[src/sv/pib_pkg.sv]
`timescale 1ns / 1ps
// Shared types and constants for the palette index builder.
// No dependencies; every other file imports this package.
package pib_pkg;

   localparam int ColorWidth   = 32;
   localparam int IndexWidth   = 8;
   localparam int CountWidth   = 9;
   localparam int QueueDepth   = 2;
   localparam int QueuePtrBits = 1;
   localparam int QueueFillBits = 2;

   typedef struct packed {
      logic [ColorWidth-1:0] pixel_color;
      logic                  last_pixel;
   } pib_req_type;

   typedef struct packed {
      logic [IndexWidth-1:0] color_index;
      logic                  is_new_color;
      logic                  palette_overflow;
      logic [CountWidth-1:0] color_count;
      logic                  image_done;
   } pib_rsp_type;

   // Item as it travels from the front stage to the search engine.
   typedef struct packed {
      logic [ColorWidth-1:0] color;
      logic                  last;
   } pib_item_type;

   typedef enum logic [1:0] {
      ST_IDLE,
      ST_SCAN,
      ST_HOLD
   } pib_state_type;

endpackage

[src/sv/pib_queue.sv]
`timescale 1ns / 1ps
// Two-entry item queue between the front stage and the search engine.
// Depends on pib_pkg.
module pib_queue (
   input  logic                  clock,
   input  logic                  reset,
   input  logic                  push_valid,
   output logic                  push_ready,
   input  pib_pkg::pib_item_type push_data,
   output logic                  pop_valid,
   input  logic                  pop_ready,
   output pib_pkg::pib_item_type pop_data
);
   import pib_pkg::*;

   pib_item_type                slot_ff [QueueDepth];
   logic [QueuePtrBits-1:0]     wr_ptr_ff;
   logic [QueuePtrBits-1:0]     wr_ptr_in;
   logic [QueuePtrBits-1:0]     rd_ptr_ff;
   logic [QueuePtrBits-1:0]     rd_ptr_in;
   logic [QueueFillBits-1:0]    fill_ff;
   logic [QueueFillBits-1:0]    fill_in;
   logic                        do_push;
   logic                        do_pop;

   assign push_ready = fill_ff != QueueFillBits'(QueueDepth);
   assign pop_valid  = fill_ff != '0;
   assign pop_data   = slot_ff[rd_ptr_ff];
   assign do_push    = push_valid && push_ready;
   assign do_pop     = pop_valid && pop_ready;

   always_comb begin
      wr_ptr_in = do_push ? wr_ptr_ff + 1'b1 : wr_ptr_ff;
      rd_ptr_in = do_pop ? rd_ptr_ff + 1'b1 : rd_ptr_ff;
      fill_in   = fill_ff;
      if (do_push && !do_pop) begin
         fill_in = fill_ff + 1'b1;
      end else if (do_pop && !do_push) begin
         fill_in = fill_ff - 1'b1;
      end
   end

   always_ff @(posedge clock) begin
      if (reset) begin
         wr_ptr_ff <= '0;
         rd_ptr_ff <= '0;
         fill_ff   <= '0;
      end else begin
         wr_ptr_ff <= wr_ptr_in;
         rd_ptr_ff <= rd_ptr_in;
         fill_ff   <= fill_in;
      end
      if (do_push) begin
         slot_ff[wr_ptr_ff] <= push_data;
      end
   end

endmodule

[config.mk]
export PLATFORM = sky130hd
export DESIGN_NAME = pib_queue
export DESIGN_NICKNAME = d
export VERILOG_FILES = /design/src/sv/pib_pkg.sv /design/src/sv/pib_queue.sv
export SDC_FILE = /design/constraint.sdc
export NUM_CORES = 1
export LEC_CHECK = 0
export BUFFER_PORTS_ARGS = -buffer_cell sky130_fd_sc_hd__buf_2
export CAP_MARGIN = 20
export CORE_MARGIN = 8
export CORE_UTILIZATION = 45
export CTS_BUF_LIST = sky130_fd_sc_hd__clkbuf_8 sky130_fd_sc_hd__clkbuf_16
export CTS_CLUSTER_SIZE = 25
export DETAILED_ROUTE_END_ITERATION = 10
export PLACE_DENSITY = 0.7
export SLEW_MARGIN = 20
export SYNTH_ARGS = -nofsm -noshare
export SYNTH_HDL_FRONTEND = slang
export SYNTH_SLANG_ARGS = --single-unit
export TNS_END_PERCENT = 50
[constraint.sdc]
create_clock -name clock -period 2.2 [get_ports clock]
set_input_delay 0.11 -clock clock [delete_from_list [all_inputs] [get_ports clock]]
set_output_delay 0.11 -clock clock [all_outputs]
set_load 0.02 [all_outputs]
==> flow_summary.yaml, run 1 <==
clock_tree:
  cts_made_buffers: 9
  cts_root_buf: "clkbuf_8"
  ctsHtreeMaxLevel: 3
  clock_latency_ns: 0.33
  clock-sinks: 71
  post-cts-setup-buffer-count: 0
  clock_tree.buffer_depth: 2
  tritoncts: "yes"
  worst_setup_hold_path_clk_slew_ns: 0.07
grt:
  grt_use_total_pct: 13.1
  global_route_wire_length_before_repair_mm: 8.44
  groute.layer.met3.usage_pct: 5.05
  grt_start_max_net_pins: 34
  overflow: 0
  gr-usage-met2_pct: 22.8
  grt_antenna_before_repair: 0
  grtUsageMet1_pct: 13.3
  gr-max-usage-layer: "met2"
  vias_in_the_first_global_route: 1744
final_layout:
  final_cells: 320
  antenna-diode-count: 0
  layout-drive-gt1-share_pct: 49.2
  area.growth.synth_to_final_pct: 37.3
  num-fill-cells: 428
  design.final.nets: 281
setup_path:
  critical-path-max-stage-delay_ns: 0.36
  timing.critical_path.from_type: "flip-flop"
  worst-r2r-cell-count: 5
  crit_path_max_fanout: 5
  setup.reg_to_reg.worst_slack_ns: 0.50
  timing.critical_path.arrival_ns: 1.96
  setup.worst_path.end_class: "flip-flop"
  slowest_stage: "or3_1"
  cp-startpoint: "fill_ff[0]"
  timing.critical_path.cells: "nand2b_1 -> and2_1 -> ha_1 -> or3_1 -> a21oi_1"
  worst_r2r_startpoint: "fill_ff[0]"
  critical_path_buf_inv_count: 0
  crit_cells: 5
  critical_path.endpoint: "fill_ff[1]"
  r2r_end: "fill_ff[1]"
  endpoint_required_time_on_the_critical_path_ns: 2.46
  crit_family: "simple AND/OR/NAND/NOR gates"
  setup.worst_path.class: "flip-flop to flip-flop"
synthesis:
  count_of_yosys_warnings_during_synthesis: 0
  postSynthCellCount: 127
  synthArstFlopShare_pct: 0
  synth_area_leader_cell: "edfxtp_1"
  synth.ff_latch_count: 71
  yosys-top-cells-count: "edfxtp_1, mux2_2, dfxtp_1, buf_2"
  post-synth-top-area-fraction_pct: 76.3
  post_synth.cell_area_avg_um2: 20.4
  synth.most_common_cell: "edfxtp_1"
  number_of_enable_flip_flop_cells_after_synthesis: 66
  cell_area_after_synthesis_mm2: 0.00260
  seq_area_frac_synth_pct: 80.2
  ys.flop_type: "edfxtp_1"
  mappedNetlistNets: 165
  netlist_top_cells_area: "edfxtp_1, mux2_2, dfxtp_1"
  netlist-cell-type-count: 17
timing:
  fin_tns_setup_ns: 0
  tightest_slew_ns: 0.441
  grt_setup_unrepaired: "false"
  maxSlewViolCount: 0
  hold_violations: 0
  min_period_over_period_pct: 77.3
  setup_violations: 0
  timing.slew.headroom_pct: 70.6
  final_period_minus_worst_setup_slack_ns: 1.70
  worst_clock_skew_ns: 0.00862
  fmaxAchievable_mhz: 588
die:
  boundaryPins: 72
  chipHeight_um: 92.0
  dieArea_mm2: 0.00846
  die-width_um: 92.0
  fp.coreArea_mm2: 0.00554
  placement_rows: 27
  initial_utilization_pct: 46.9
drt:
  route.detailed.wl_per_inst_um: 16.2
  detail_route.wirelength_mm: 5.20
  num_vias: 1517
  ant_nets: 0
  detailedRoute.firstPassIterationCount: 4
  route.detailed.vias_per_inst: 4.74
  drt_first_iter_violations: 49
  drt_drc_violations_left: 0
place:
  io_buffers: 71
  placed_cells_incl_taps: 270
  hpwl_mm: 3.45
  place.gp.congestion: 0.827
hold_path:
  hold_path_class: "input pin to flip-flop"
pwr:
  pwrdens_mw_per_mm2: 1060
  leakagePower_nw: 1.38
  power.ir.vdd_worst_v: 0.000648
run:
  max_cap_violations: 0
run_status:
  status: "finished, final reports clean"
stage by stage:
step	instance area [um^2]	hold slack (ns)	setup WS, ns	total power, mW	utilization [%]
floorplan	2600	0.179	0.223	2.52	-
detailed placement	3050	0.304	0.506	2.90	55.1
global placement	3050	0.300	0.660	2.85	55.1
global route	3560	0.130	0.388	3.97	64.3
CTS	3560	0.111	0.492	3.83	64.3
finish	3560	0.122	0.500	3.78	64.3
cells in the final DEF (no fill, tap or decap), drive strengths merged:
cell	netlist	layout
a21oi	2	2
edfxtp	66	66
xor2	3	3
dfxtp	5	5
nand3b	1	1
nand2b	1	1
and2	1	1
clkinv	0	1
buf	4	75
clkbuf	0	11
nor2	3	3
dlygate4sd3	0	34
a21bo	1	1
or2	1	1
mux2	33	33
ha	1	1
and3	1	1
o21ai	2	2
inv	1	5
or3	1	1
power breakdown:
| group | leakage (nW) | switching (mW) | internal [mW] | total, mW |
|---|---|---|---|---|
| Combinational | 0.623 | 0.664 | 0.481 | 1.15 |
| Sequential | 0.658 | 0.0583 | 1.69 | 1.75 |
| Clock | 0.104 | 0.428 | 0.453 | 0.881 |
| Total | 1.38 | 1.15 | 2.63 | 3.78 |
kinds of logic (layout without fill, tap and decap cells):
family	count (synthesis)	after routing	share of synthesized area (%)
AOI/OAI and AO/OA	5	5	1.16
muxes	33	33	14.3
xor gates and xnor gates	3	3	1.01
and+or+nand+nor	9	9	1.93
buffers and inverters	5	126	0.916
DFF	71	71	80.2
adders and majority gates	1	1	0.482
flip-flops by register name, summed over array words and instances, names as in the netlist, named ones only:
signal	cells
fill_ff	2
rd_ptr_ff	1
wr_ptr_ff	1
slot_ff	66
per-layer routing:
| metal | wire, um | share of wire (%) | vias to the layer above |
|---|---|---|---|
| met4 | 80 | 1.5 | 0 |
| li1 | - | - | 724 |
| met5 | 0 | 0 | - |
| met3 | 309 | 5.9 | 8 |
| met2 | 2820 | 54 | 45 |
| met1 | 1990 | 38 | 740 |
worst min-delay path: stages:
cell,delay (ns)
buf_2,0.12
nand3b_1,0.10
a21oi_1,0.07
cell type report:
type / instances / area [um^2] / share of cell area (%)
Sequential cell: 71 / 2080 / 58.4
Clock buffer: 11 / 151 / 4.25
Clock inverter: 5 / 20.0 / 0.562
Timing Repair Buffer: 109 / 726 / 20.4
Tap cell: 72 / 90.1 / 2.53
Multi-Input combinational cell: 51 / 490 / 13.8
Inverter: 1 / 3.75 / 0.105
how the worst min path moves through the flow:
stage | from | slack [ns] | depth (start not counted) | endpoint
floorplan | reset | 0.18 | 1 | fill_ff[1]
global placement | push_data[23] | 0.30 | 1 | slot_ff[1][23]
detailed placement | push_data[7] | 0.30 | 1 | slot_ff[1][7]
CTS | push_valid | 0.11 | 3 | wr_ptr_ff
global route | push_valid | 0.13 | 3 | wr_ptr_ff
finish | push_valid | 0.12 | 3 | wr_ptr_ff
repair_timing:
action                    4_1_cts  5_1_grt
hold buffers                   34        0
gates resized for setup         0        0
hold endpoints to repair       71        0
(Power assumes the default switching activity.)
==> inputs of run 2 (changes only) <==
--- a/config.mk
+++ b/config.mk
@@ -12,7 +12,7 @@
 export CTS_BUF_LIST = sky130_fd_sc_hd__clkbuf_8 sky130_fd_sc_hd__clkbuf_16
 export CTS_CLUSTER_SIZE = 25
 export DETAILED_ROUTE_END_ITERATION = 10
-export PLACE_DENSITY = 0.7
+export PLACE_DENSITY = 0.73
 export SLEW_MARGIN = 20
 export SYNTH_ARGS = -nofsm -noshare
 export SYNTH_HDL_FRONTEND = slang
==> constraint.sdc (replaced) <==
create_clock -name clock -period 1.5 [get_ports clock]
set_input_delay 0.075 -clock clock [delete_from_list [all_inputs] [get_ports clock]]
set_output_delay 0.075 -clock clock [all_outputs]
set_load 0.02 [all_outputs]
==> flow_summary.yaml, run 2 (synthesis gave the netlist of run 1 again) <==
clock_tree:
  tritoncts: "yes"
  clock-sinks: 71
  clock_latency_ns: 0.32
  ctsHtreeMaxLevel: 3
  worst_setup_hold_path_clk_slew_ns: 0.06
  clock_tree.buffer_depth: 2
  cts_made_buffers: 9
  cts_root_buf: "clkbuf_8"
setup_path:
  crit_path_max_fanout: 3
  worst-r2r-cell-count: 6
  setup.worst_path.class: "flip-flop to flip-flop"
  setup.reg_to_reg.worst_slack_ns: -0.001
  timing.critical_path.from_type: "flip-flop"
  timing.critical_path.arrival_ns: 1.74
  endpoint_required_time_on_the_critical_path_ns: 1.74
  worst_r2r_startpoint: "fill_ff[0]"
  r2r_end: "fill_ff[1]"
  setup.worst_path.end_class: "flip-flop"
drt:
  drt_drc_violations_left: 0
  route.detailed.vias_per_inst: 4.80
  detail_route.wirelength_mm: 5.56
  route.detailed.wl_per_inst_um: 17.0
  drt_first_iter_violations: 88
  detailedRoute.firstPassIterationCount: 4
  ant_nets: 0
  num_vias: 1569
final_layout:
  layout-drive-gt1-share_pct: 54.3
  area.growth.synth_to_final_pct: 47.1
  most-common-layout-cells: "edfxtp_1, buf_2, dlygate4sd3_1"
  largest_reg_flops: 66
  layout.cell_area.non_filler_mm2: 0.00382
  largest-register: "slot_ff"
  layout_commonest_cell: "edfxtp_1"
  layout_top_registers: "slot_ff x66, fill_ff x2"
  design.final.nets: 289
place:
  hpwl_mm: 3.51
  io_buffers: 71
  dpl_cell_area_mm2: 0.00315
  place.gp.congestion: 0.673
timing:
  setup_violations: 1
  final_period_minus_worst_setup_slack_ns: 1.50
  worst_clock_skew_ns: 0.00640
  timing.slew.headroom_pct: 86.4
  fmaxAchievable_mhz: 666
  tightest_slew_ns: 0.202
  hold_violations: 0
  final_critical_path_setup_slack_ns: -0.00143
  min_period_over_period_pct: 100
  grt_setup_unrepaired: "true"
  maxSlewViolCount: 0
grt:
  global_route_wire_length_before_repair_mm: 8.47
  grt_start_max_net_pins: 34
  grt_antenna_before_repair: 0
  grt_use_total_pct: 13.0
  vias_in_the_first_global_route: 1719
  overflow: 0
run:
  max_cap_violations: 0
hold_path:
  hold_depth: 3
  hold_path_class: "input pin to flip-flop"
  hold_path_end: "wr_ptr_ff"
  startpoint_of_the_worst_hold_path: "push_valid"
pwr:
  pwrdens_mw_per_mm2: 1560
  leakagePower_nw: 1.47
  power.ir.vdd_worst_v: 0.00120
  finalPower_mw: 5.95
run_status:
  status: "finished with violations"
  violations_in_the_final_reports: "setup timing"
die:
  boundaryPins: 72
  placement_rows: 27
  initial_utilization_pct: 46.9
  die-width_um: 92.0
  dieArea_mm2: 0.00846
  fp.coreArea_mm2: 0.00554
  chipHeight_um: 92.0
run 2: cell count changes in the layout (fill, tap and decap cells not counted), sizes merged:
cell | before | now
buf | 75 | 82
diode | 0 | 1
inv | 5 | 2
clkbuf | 11 | 10
clkinv | 1 | 3
clkinvlp | 0 | 1
run 2: per-stage QoR:
stage,setup TNS (ns),instances,setup slack (ns),util [%],hold WS [ns]
6_report,-0.00143,327,-0.00143,68.9,0.0946
5_1_grt,-0.593,326,-0.0626,68.9,0.102
4_1_cts,0,323,0.00539,66.3,0.0645
3_5_place_dp,-0.0329,274,-0.0329,56.8,0.266
3_3_place_gp,0,274,0.0432,56.8,0.265
2_1_floorplan,-0.536,127,-0.0161,-,0.140
run 2: power breakdown:
group | total, mW | internal [mW] | leakage [nW] | switching [mW]
Clock | 1.14 | 0.555 | 0.0824 | 0.585
Combinational | 2.19 | 1.12 | 0.724 | 1.07
Sequential | 2.61 | 2.49 | 0.659 | 0.120
Total | 5.95 | 4.17 | 1.47 | 1.78
run 2: area by class of cell:
type | instances | area [um^2]
repair buffers | 117 | 951
flip-flops and latches | 71 | 2090
multi-input cells | 51 | 533
clock inverters | 5 | 20.0
well taps | 72 | 90.1
inverters | 1 | 7.51
clock buffers | 9 | 124
diodes | 1 | 2.50
fillers | 373 | 1720
run 2: how the worst max path moves through the flow:
stage	startpoint	to	slack (ns)	cells after the start
finish	fill_ff[0]	fill_ff[1]	-0.001	6
global route	fill_ff[0]	fill_ff[1]	-0.06	6
CTS	fill_ff[0]	fill_ff[1]	0.005	5
detailed placement	fill_ff[1]	fill_ff[1]	-0.03	5
global placement	fill_ff[1]	fill_ff[1]	0.04	6
floorplan	fill_ff[0]	slot_ff[0][0]	-0.02	3
run 2: critical path, cell delays in order (launching register included):
cell	delay, ns
dfxtp_2	0.33
nand2b_4	0.13
and2_4	0.14
ha_4	0.15
xor2_1	0.16
or3_1	0.36
a21oi_2	0.16
run 2: timing repair:
item | 4_1_cts | 5_1_grt
hold endpoints to repair | 71 | 0
gates cloned | 1 | 1
hold buffers | 34 | 0
setup endpoints to repair | 12 | 21
setup buffers | 0 | 2
resized for setup | 7 | 31
pin swaps | 2 | 4
run 2: routing by layer:
metal / vias to the layer above / global-route usage (%) / routed length, um / part of all wire [%]
li1: 745 / - / - / -
met1: 772 / 13.5 / 2170 / 39
met2: 46 / 23.2 / 3070 / 55
met3: 6 / 4.24 / 274 / 4.9
met4: 0 / 6.31 / 51 / 0.92
met5: - / 0 / 0 / 0
