## src/sv/pib_pkg.sv

```systemverilog
`timescale 1ns / 1ps
// Shared types and constants for the palette index builder.
// No dependencies; every other file imports this package.
package pib_pkg;

   localparam int ColorWidth   = 32;
   localparam int IndexWidth   = 8;
   localparam int CountWidth   = 9;
   localparam int QueueDepth   = 2;
   localparam int QueuePtrBits = 1;
   localparam int QueueFillBits = 2;

   typedef struct packed {
      logic [ColorWidth-1:0] pixel_color;
      logic                  last_pixel;
   } pib_req_type;

   typedef struct packed {
      logic [IndexWidth-1:0] color_index;
      logic                  is_new_color;
      logic                  palette_overflow;
      logic [CountWidth-1:0] color_count;
      logic                  image_done;
   } pib_rsp_type;

   // Item as it travels from the front stage to the search engine.
   typedef struct packed {
      logic [ColorWidth-1:0] color;
      logic                  last;
   } pib_item_type;

   typedef enum logic [1:0] {
      ST_IDLE,
      ST_SCAN,
      ST_HOLD
   } pib_state_type;

endpackage

```

## src/sv/pib_front.sv

```systemverilog
`timescale 1ns / 1ps
// Front stage: accepts pixels, masks the color to the compared width.
// Depends on pib_pkg.
module pib_front #(
   parameter int PIXEL_BITS = 32
) (
   input  logic                 clock,
   input  logic                 reset,
   input  logic                 req_valid,
   output logic                 req_ready,
   input  pib_pkg::pib_req_type req_data,
   output logic                 push_valid,
   input  logic                 push_ready,
   output pib_pkg::pib_item_type push_data
);
   import pib_pkg::*;

   localparam logic [ColorWidth-1:0] PixelMask =
      (PIXEL_BITS >= ColorWidth) ? {ColorWidth{1'b1}}
                                 : ColorWidth'((64'd1 << PIXEL_BITS) - 64'd1);

   logic         hold_valid_ff;
   logic         hold_valid_in;
   pib_item_type hold_ff;
   pib_item_type hold_in;
   logic         accept;

   assign req_ready  = !hold_valid_ff || push_ready;
   assign accept     = req_valid && req_ready;
   assign push_valid = hold_valid_ff;
   assign push_data  = hold_ff;

   always_comb begin
      hold_valid_in = hold_valid_ff;
      hold_in       = hold_ff;
      if (accept) begin
         hold_valid_in = 1'b1;
         hold_in.color = req_data.pixel_color & PixelMask;
         hold_in.last  = req_data.last_pixel;
      end else if (push_ready) begin
         hold_valid_in = 1'b0;
      end
   end

   always_ff @(posedge clock) begin
      if (reset) begin
         hold_valid_ff <= 1'b0;
      end else begin
         hold_valid_ff <= hold_valid_in;
      end
      hold_ff <= hold_in;
   end

endmodule

```

## config.mk

```make
export PLATFORM = sky130hd
export DESIGN_NAME = pib_front
export DESIGN_NICKNAME = d
export VERILOG_FILES = /design/src/sv/pib_pkg.sv /design/src/sv/pib_front.sv
export SDC_FILE = /design/constraint.sdc
export NUM_CORES = 1
export LEC_CHECK = 0
export BUFFER_PORTS_ARGS = -buffer_cell sky130_fd_sc_hd__buf_2
export CORE_MARGIN = 2
export CORE_UTILIZATION = 35
export CTS_CLUSTER_DIAMETER = 60
export DETAILED_ROUTE_END_ITERATION = 8
export GPL_TIMING_DRIVEN = 0
export HOLD_SLACK_MARGIN = 0.15
export PLACE_DENSITY = 0.72
export SETUP_SLACK_MARGIN = 0.02
export SYNTH_ARGS = -nofsm -noshare
export SYNTH_HDL_FRONTEND = slang
export SYNTH_SLANG_ARGS = --single-unit
```

## constraint.sdc

```tcl
create_clock -name clock -period 1.1 [get_ports clock]
set_clock_uncertainty 0.05 [all_clocks]
set_input_delay 0.165 -clock clock [delete_from_list [all_inputs] [get_ports clock]]
set_output_delay 0.165 -clock clock [all_outputs]
set_load 0.01 [all_outputs]
```

==> results of run 1 <==
what timing repair did:
| action | 4_1_cts | 5_1_grt |
|---|---|---|
| pin swaps | 1 | 1 |
| resized for setup | 2 | 2 |
| buffers inserted | 0 | 1 |
| setup endpoints to repair | 38 | 67 |
| cloned | 1 | 0 |
| endpoints found under the hold margin | 34 | 0 |
| hold buffers | 35 | 0 |
cells in the mapped netlist:
| library cell | n |
|---|---|
| edfxtp_1 | 33 |
| a21oi_2 | 1 |
| and2_4 | 1 |
| dfxtp_1 | 1 |
| inv_1 | 1 |
| nand2b_4 | 1 |
worst paths after layout:
| check | from | endpoint | slack [ps] | depth (start not counted) |
|---|---|---|---|---|
| worst max-delay path | push_data[10] | push_data[10] | -10 | 1 |
| worst min-delay path | push_ready | push_valid | 190 | 4 |
| worst max register to register | push_valid | push_data[6] | -10 | 2 |
| worst min register to register | push_valid | push_valid | 580 | 3 |
worst min-delay path, cell delays in order:
cell and delay (ps):
buf_2 80, nand2b_4 130, buf_4 110, a21oi_2 50
power by group through the flow:
stage	Sequential [W]	Clock, W	Combinational [W]
floorplan	0.00160	0	0.0000328
global placement	0.00155	0	0.000209
detailed placement	0.00156	0	0.000214
CTS	0.00153	0.000648	0.000315
global route	0.00154	0.000717	0.000359
finish	0.00153	0.000645	0.000335
cell type report:
class	count	area [µm²]	share of cell area, %
Sequential cell	34	1010	53.9
Timing Repair Buffer	107	732	39.0
Clock buffer	6	41.3	2.20
Multi-Input combinational cell	4	40.0	2.13
Tap cell	31	38.8	2.07
Clock inverter	2	10.0	0.533
Inverter	1	3.75	0.200
metal layers:
metal | vias up | GRT usage, % | part of all wire [%]
met3 | 8 | 10.3 | 12
met2 | 51 | 28.3 | 49
met4 | 0 | 8.44 | 2.1
li1 | 380 | - | -
met5 | - | 0 | 0
met1 | 377 | 20.9 | 37
registers in the layout, indices dropped and copies added, names as in the netlist:
name        cells
push_valid      1
push_data      33
cell families after synthesis:
group	after synthesis	synth area share (%)
AOI/OAI and AO/OA	1	0.837
and+or+nand+nor	2	2.15
DFF	34	96.7
buffers and inverters	1	0.359
metrics by stage:
stage,power (W),area (µm²),hold slack [ps],setup TNS (ps),setup WS [ps]
2_1_floorplan,0.00163,1050,170,-1990,-60.4
3_3_place_gp,0.00176,1440,268,-3110,-95.1
3_5_place_dp,0.00177,1440,277,-4010,-123
4_1_cts,0.00249,1860,60.3,-57.0,-14.9
5_1_grt,0.00261,1880,181,-1420,-71.3
6_report,0.00251,1880,194,-94.3,-14.5
==> metrics.md, run 1 <==
| Metric | Value |
|---|---|
| P_leak | 0.820 nW |
| Root buf cell | clkbuf_4 |
| DRT antenna net count | 0 |
| Layout Nets | 190 |
| Relative slew margins | ~84% |
| Yosys cell types | 6 |
| Max incr delay on CP | about 410 ps |
| Die Area | roughly 0.0034 mm² |
| Post-synthesis sequential area ratio | between 90% and 100% |
| Final wirelength | 2830 µm |
| Max VDD drop | approximately 0.00094 V |
| Crit path kind | flop to output pin |
| Max Slew Vio Count | 0 |
| Synth top area cells | edfxtp_1, dfxtp_1, nand2b_4, a21oi_2, and2_4 |
| Unrepaired setup endpoints after global routing | true |
| Fin cells | 185 |
| Pin count of the biggest net entering global routing | 18 |
| Global-route wire length before repair | approximately 4300 µm |
| Violated checks | DRC, setup timing |
| DR pass1 iterations | 6 |
| Startpoint types | flop |
| Worst Path Max Fanout | 1 |
| Syn_area_per_cell | between 20 and 30 µm² |
| I/O pins | 72 |
| Final setup viols | 13 |
| Initial core utilization | about 37% |
| CP Buf/Inv Count | 1 |
| Top-area cell type share of the netlist area | between 90 and 100% |
| Crit. End Element | output pin |
| Max cap viols | 0 |
| Switch Pwr | roughly 0.00057 W |
| Routability congestion estimate | 0.641 |
| Setup slack after layout | -14.5 ps |
| Total Routing Usage GR | between 10% and 20% |
| CP Cell Sequence | buf_2 |
| DRT iter0 DRCs | 27 |
| Final min period | 1110 ps |
| Most frequent cells in the layout | buf_2, dlygate4sd3_1, edfxtp_1 |
| Final period util | 101% |
| Via count | 816 |
| Filler instances | about 210 |
| Via/cell ratio | 4.41 |
| PwrDens | 1340 mW/mm² |
| H-Tree Depth | 2 |
| Int Power | between 0.0015 and 0.002 W |
| Finished Core Util | roughly two thirds |
| Ys Warns | 0 |
| Die Ht | 58.7 µm |
| Mapped Cells | 38 |
| Most common cell after layout, fill and taps aside | buf_2 |
| Initial antenna violation count | 0 |
| Mapped cell area | around 0.0010 mm² |
| CTS tree | done |
| Placed insts | 140 |
| Die Wd | between 50 and 60 µm |
| Flop pwr share | around three fifths |
| Clock Power Share | 25.7% |
| DRC Markers | 4 |
| Ant diodes | 0 |
| Top Family by Delay on Critical Path | flip-flops |
| Longest Clk Path Bufs | 2 |
| Seq cells post-synth | 34 |
| Hold crit path type | input port to flop |
| Req. time, crit path | 880 ps |
| Clock buffer count from CTS | 5 |
| Critical path data arrival time | 900 ps |
| Switching share of power | a little under a quarter |
| Outcome | finished with violations |
| Final Hold Viols | 0 |
| Vias in the first global route | between 800 and 900 |
| Site row count | 19 |
| Port bufs | 71 |
| Clk_lat worst skew | 330 ps |
| CP max stage cell | edfxtp_1 |
| Area Overhead vs Synth | 79.5% |
| Cell taking the most area after synthesis | edfxtp_1 |
| Highest Clock Rate | ~0.9 GHz |
| Total gr overflow | 0 |
| Mapped Nets | 75 |
| Clock Sinks | 34 |
| Clock transition at path regs | about 110 ps |
| Logic pwr share | a little over an eighth |
| Routed length per instance | between 15 and 20 µm |
| Worst-Margin Slew | 240 ps |
| Share of cells above drive strength 1 | a little over half |
| Core box area | about 0.0028 mm² |
(Power assumes the default switching activity.)
==> inputs of run 2 (changes only) <==
--- a/config.mk
+++ b/config.mk
@@ -5,6 +5,7 @@
 export SDC_FILE = /design/constraint.sdc
 export NUM_CORES = 1
 export LEC_CHECK = 0
+export ABC_AREA = 1
 export BUFFER_PORTS_ARGS = -buffer_cell sky130_fd_sc_hd__buf_2
 export CORE_MARGIN = 2
 export CORE_UTILIZATION = 35
@@ -13,6 +14,7 @@
 export GPL_TIMING_DRIVEN = 0
 export HOLD_SLACK_MARGIN = 0.15
 export PLACE_DENSITY = 0.72
+export RECOVER_POWER = 50
 export SETUP_SLACK_MARGIN = 0.02
 export SYNTH_ARGS = -nofsm -noshare
 export SYNTH_HDL_FRONTEND = slang
==> run 2 against run 1 <==
Effect of this change: the flow finishes with violations (setup timing); hold slack got worse by 25 ps; register-to-register slack got worse by 30 ps; largest power group unchanged; critical path type is now flop to flop; cell count rose by 3.8%; sequential power barely moved; largest cell class unchanged.
==> metrics.md, run 2 <==
| Metric | Value |
|---|---|
| Area after DPL | 0.00145 mm² (+0.26%) |
| Crit. End Element | flop |
| Post-route cell area | 0.00198 mm² (+5.5%) |
| Max cap viols | 0 (unchanged) |
| Site row count | 19 (unchanged) |
| Most common cell after layout, fill and taps aside | buf_2 |
| Critical path data arrival time | 1130 ps (+230 ps) |
| Worst-Margin Slew | 257 ps (+17.0 ps) |
| Top-count cell post-synth | edfxtp_1 |
| Hold Worst Slack | 169 ps (-24.9 ps) |
| Mapped Nets | 76 (+1.3%) |
| Initial core utilization | 37.3% (+0.049 points) |
| Crit path kind | flop to flop |
| CTS tree | done |
| Area Overhead vs Synth | 90.8% |
| Final setup viols | 29 (+16) |
| Worst R2R End | push_data[28] |
| Req. time, crit path | 1090 ps (+210 ps) |
| Total gr overflow | 0 (unchanged) |
| Relative slew margins | 82.8% (-1.2 points) |
| CP Cell Sequence | buf_6 > a21oi_4 > buf_4 |
| DRT antenna net count | 0 (unchanged) |
| Syn_area_per_cell | 26.6 µm² (-3.3%) |
| Final period util | 104% (+3.1 points) |
| Max incr delay on CP | 380 ps (-30 ps) |
| Final min period | 1150 ps (+33.6 ps) |
| Max Slew Vio Count | 0 (unchanged) |
| Max VDD drop | 0.00118 V (+25%) |
| Worst Path Max Fanout | 5 (+4) |
| Startpoint types | flop |
| Filler instances | 169 (-18%) |
| Clk_lat worst skew | 320 ps (about the same) |
| Initial antenna violation count | 0 (unchanged) |
| Final Hold Viols | 0 (unchanged) |
| Die Ht | 58.5 µm (-0.33%) |
| Pin count of the biggest net entering global routing | 14 (-4) |
| Multi-input gate area | 52.6 µm² (+31%) |
| Share of cells above drive strength 1 | 56.5% (+2.0 points) |
| Total Routing Usage GR | 18.0% (-0.35 points) |
| Root buf cell | clkbuf_4 |
| Placed insts | 141 (+0.71%) |
| DRT iter0 DRCs | 18 (-33%) |
| Mapped Cells | 39 (+2.6%) |
| H-Tree Depth | 2 (unchanged) |
| Longest Clk Path Bufs | 2 (unchanged) |
| Total Neg Setup Slack | -605 ps (-510 ps) |
| R2r worst-path depth | 3 (+1) |
| Clock transition at path regs | 100 ps (about the same) |
| FF-to-FF Start | push_valid |
| Asr flop ratio synth | 0% (unchanged) |
| Clock Sinks | 34 (unchanged) |
| Routability congestion estimate | 0.687 (+7.3%) |
| Worst setup path end | push_data[28] |
| Core box area | 0.00278 mm² (-0.85%) |
| Synth top area cells | edfxtp_1, dfxtp_1, a21oi_2, nand2_2, a21oi_1 |
| Unrepaired setup endpoints after global routing | true |
| Post-synth top flop | edfxtp_1 |
| Top-area cell type share of the netlist area | 95.4% (+0.68 points) |
| CP max stage cell | dfxtp_4 |
| P_leak | 0.867 nW (+5.7%) |
| Reg area | 0.00101 mm² (+0.25%) |
| Die Wd | 58.5 µm (-0.33%) |
| Via count | 860 (+5.4%) |
| Ant diodes | 0 (unchanged) |
| Via/cell ratio | 4.48 (+1.5%) |
| Clock buffer count from CTS | 5 (unchanged) |
| DP HPWL | between 1000 and 1500 µm |
| Highest Clock Rate | 0.871 GHz (-2.9%) |
| Routed length per instance | 15.1 µm (-1.7%) |
| Fin cells | 192 (+3.8%) |
| Finished Core Util | 71.3% (+4.3 points) |
| I/O pins | 72 (unchanged) |
| Layout Nets | 197 (+3.7%) |
| Global-route wire length before repair | 4270 µm (-0.95%) |
| Outcome | finished with violations |
| Hold crit path type | input port to flop |
| Port bufs | 71 (unchanged) |
| Seq cells post-synth | 34 (unchanged) |
| Cell taking the most area after synthesis | edfxtp_1 |
| Ys Warns | 0 (unchanged) |
| Die Area | 0.00342 mm² (-0.66%) |
| Most frequent cells in the layout | buf_2, dlygate4sd3_1, edfxtp_1 |
| Post-synth EDFFs | 33 (unchanged) |
| DRC Markers | 0 (-4) |
| Number of flip-flops in the largest register | 33 (unchanged) |
| PwrDens | 1280 mW/mm² (-4.2%) |
| Violated checks | setup timing |
| Post-synthesis sequential area ratio | 97.3% (+0.70 points) |
| DR pass1 iterations | 4 (-2) |
| Yosys cell types | 7 (+1) |
| Final wirelength | 2890 µm (+2.0%) |
| Mapped cell area | 0.00104 mm² (-0.72%) |
| Setup slack after layout | -48.1 ps (-33.6 ps) |
| Reg2reg setup slack | -50 ps (-30 ps) |
| Vias in the first global route | 962 (+7.1%) |
| CP startpoint | push_valid |
[run 2: cell types whose count changed in the layout (fill, tap and decap cells not counted), moves of 2 or more]
cell / delta
and2_4: -2
buf_6: +3
a21oi_4: +2
buf_4: +3
[run 2: how the worst min path moves through the flow]
stage / from / end / slack [ps] / cells after the start
after floorplan: reset / push_valid / 170 / 1
after global placement: reset / push_valid / 270 / 2
after detailed placement: reset / push_valid / 270 / 2
after CTS: push_ready / push_valid / 80 / 4
after global routing: req_valid / push_valid / 170 / 3
final: req_valid / push_valid / 170 / 3
[run 2: area by class of cell]
| cell class | instances | area share [%] |
|---|---|---|
| sequential | 34 | 51.2 |
| timing repair buffer | 113 | 41.3 |
| multi-input combinational | 4 | 2.65 |
| clock buffer | 6 | 2.08 |
| tap | 31 | 1.96 |
| clock inverter | 2 | 0.442 |
| inverter | 2 | 0.379 |
[run 2: metrics by stage]
step,total power [W],setup WS (ps)
after global routing,0.00266,-86.7
after detailed placement,0.00177,-474
after CTS,0.00252,-39.7
final,0.00254,-48.1
after global placement,0.00176,-408
after floorplan,0.00164,-294
[run 2: cells by family (layout without fill, tap and decap cells)]
family          after synthesis  count (layout)  share of synthesized area (%)
simple gates                  1               1                          0.603
compound gates                2               3                           1.32
flops                        34              34                           97.3
buf+inv                       2             123                          0.722
[run 2: what timing repair did]
item                                   in CTS  in global routing
pin swaps                                   2                  2
cloned                                      1                  1
buffers inserted                            6                  1
endpoints found under the hold margin      34                  0
setup endpoints to repair                  38                 59
resized for setup                           4                  5
hold buffers                               34                  0
[run 2: critical path: cells and delay by family, from the launching register on]
family	cells	cell delay (ps)
buffers and inverters	2	290
DFF	1	380
AOI/OAI and AO/OA	1	140
[run 2: where the power goes]
group | switching, W | internal, W | leakage (nW)
combinational | 0.000157 | 0.000225 | 0.509
clock | 0.000384 | 0.000240 | 0.0297
sequential | 0.0000246 | 0.00151 | 0.328
total | 0.000566 | 0.00197 | 0.867
[run 2: metal layers]
metal	routed length (µm)	track usage, %	part of all wire, %	vias up
li1	-	-	-	395
met3	334	8.79	12	6
met5	0	0	0	-
met4	55	9.63	1.9	0
met1	1090	19.3	38	401
met2	1410	29.2	49	58
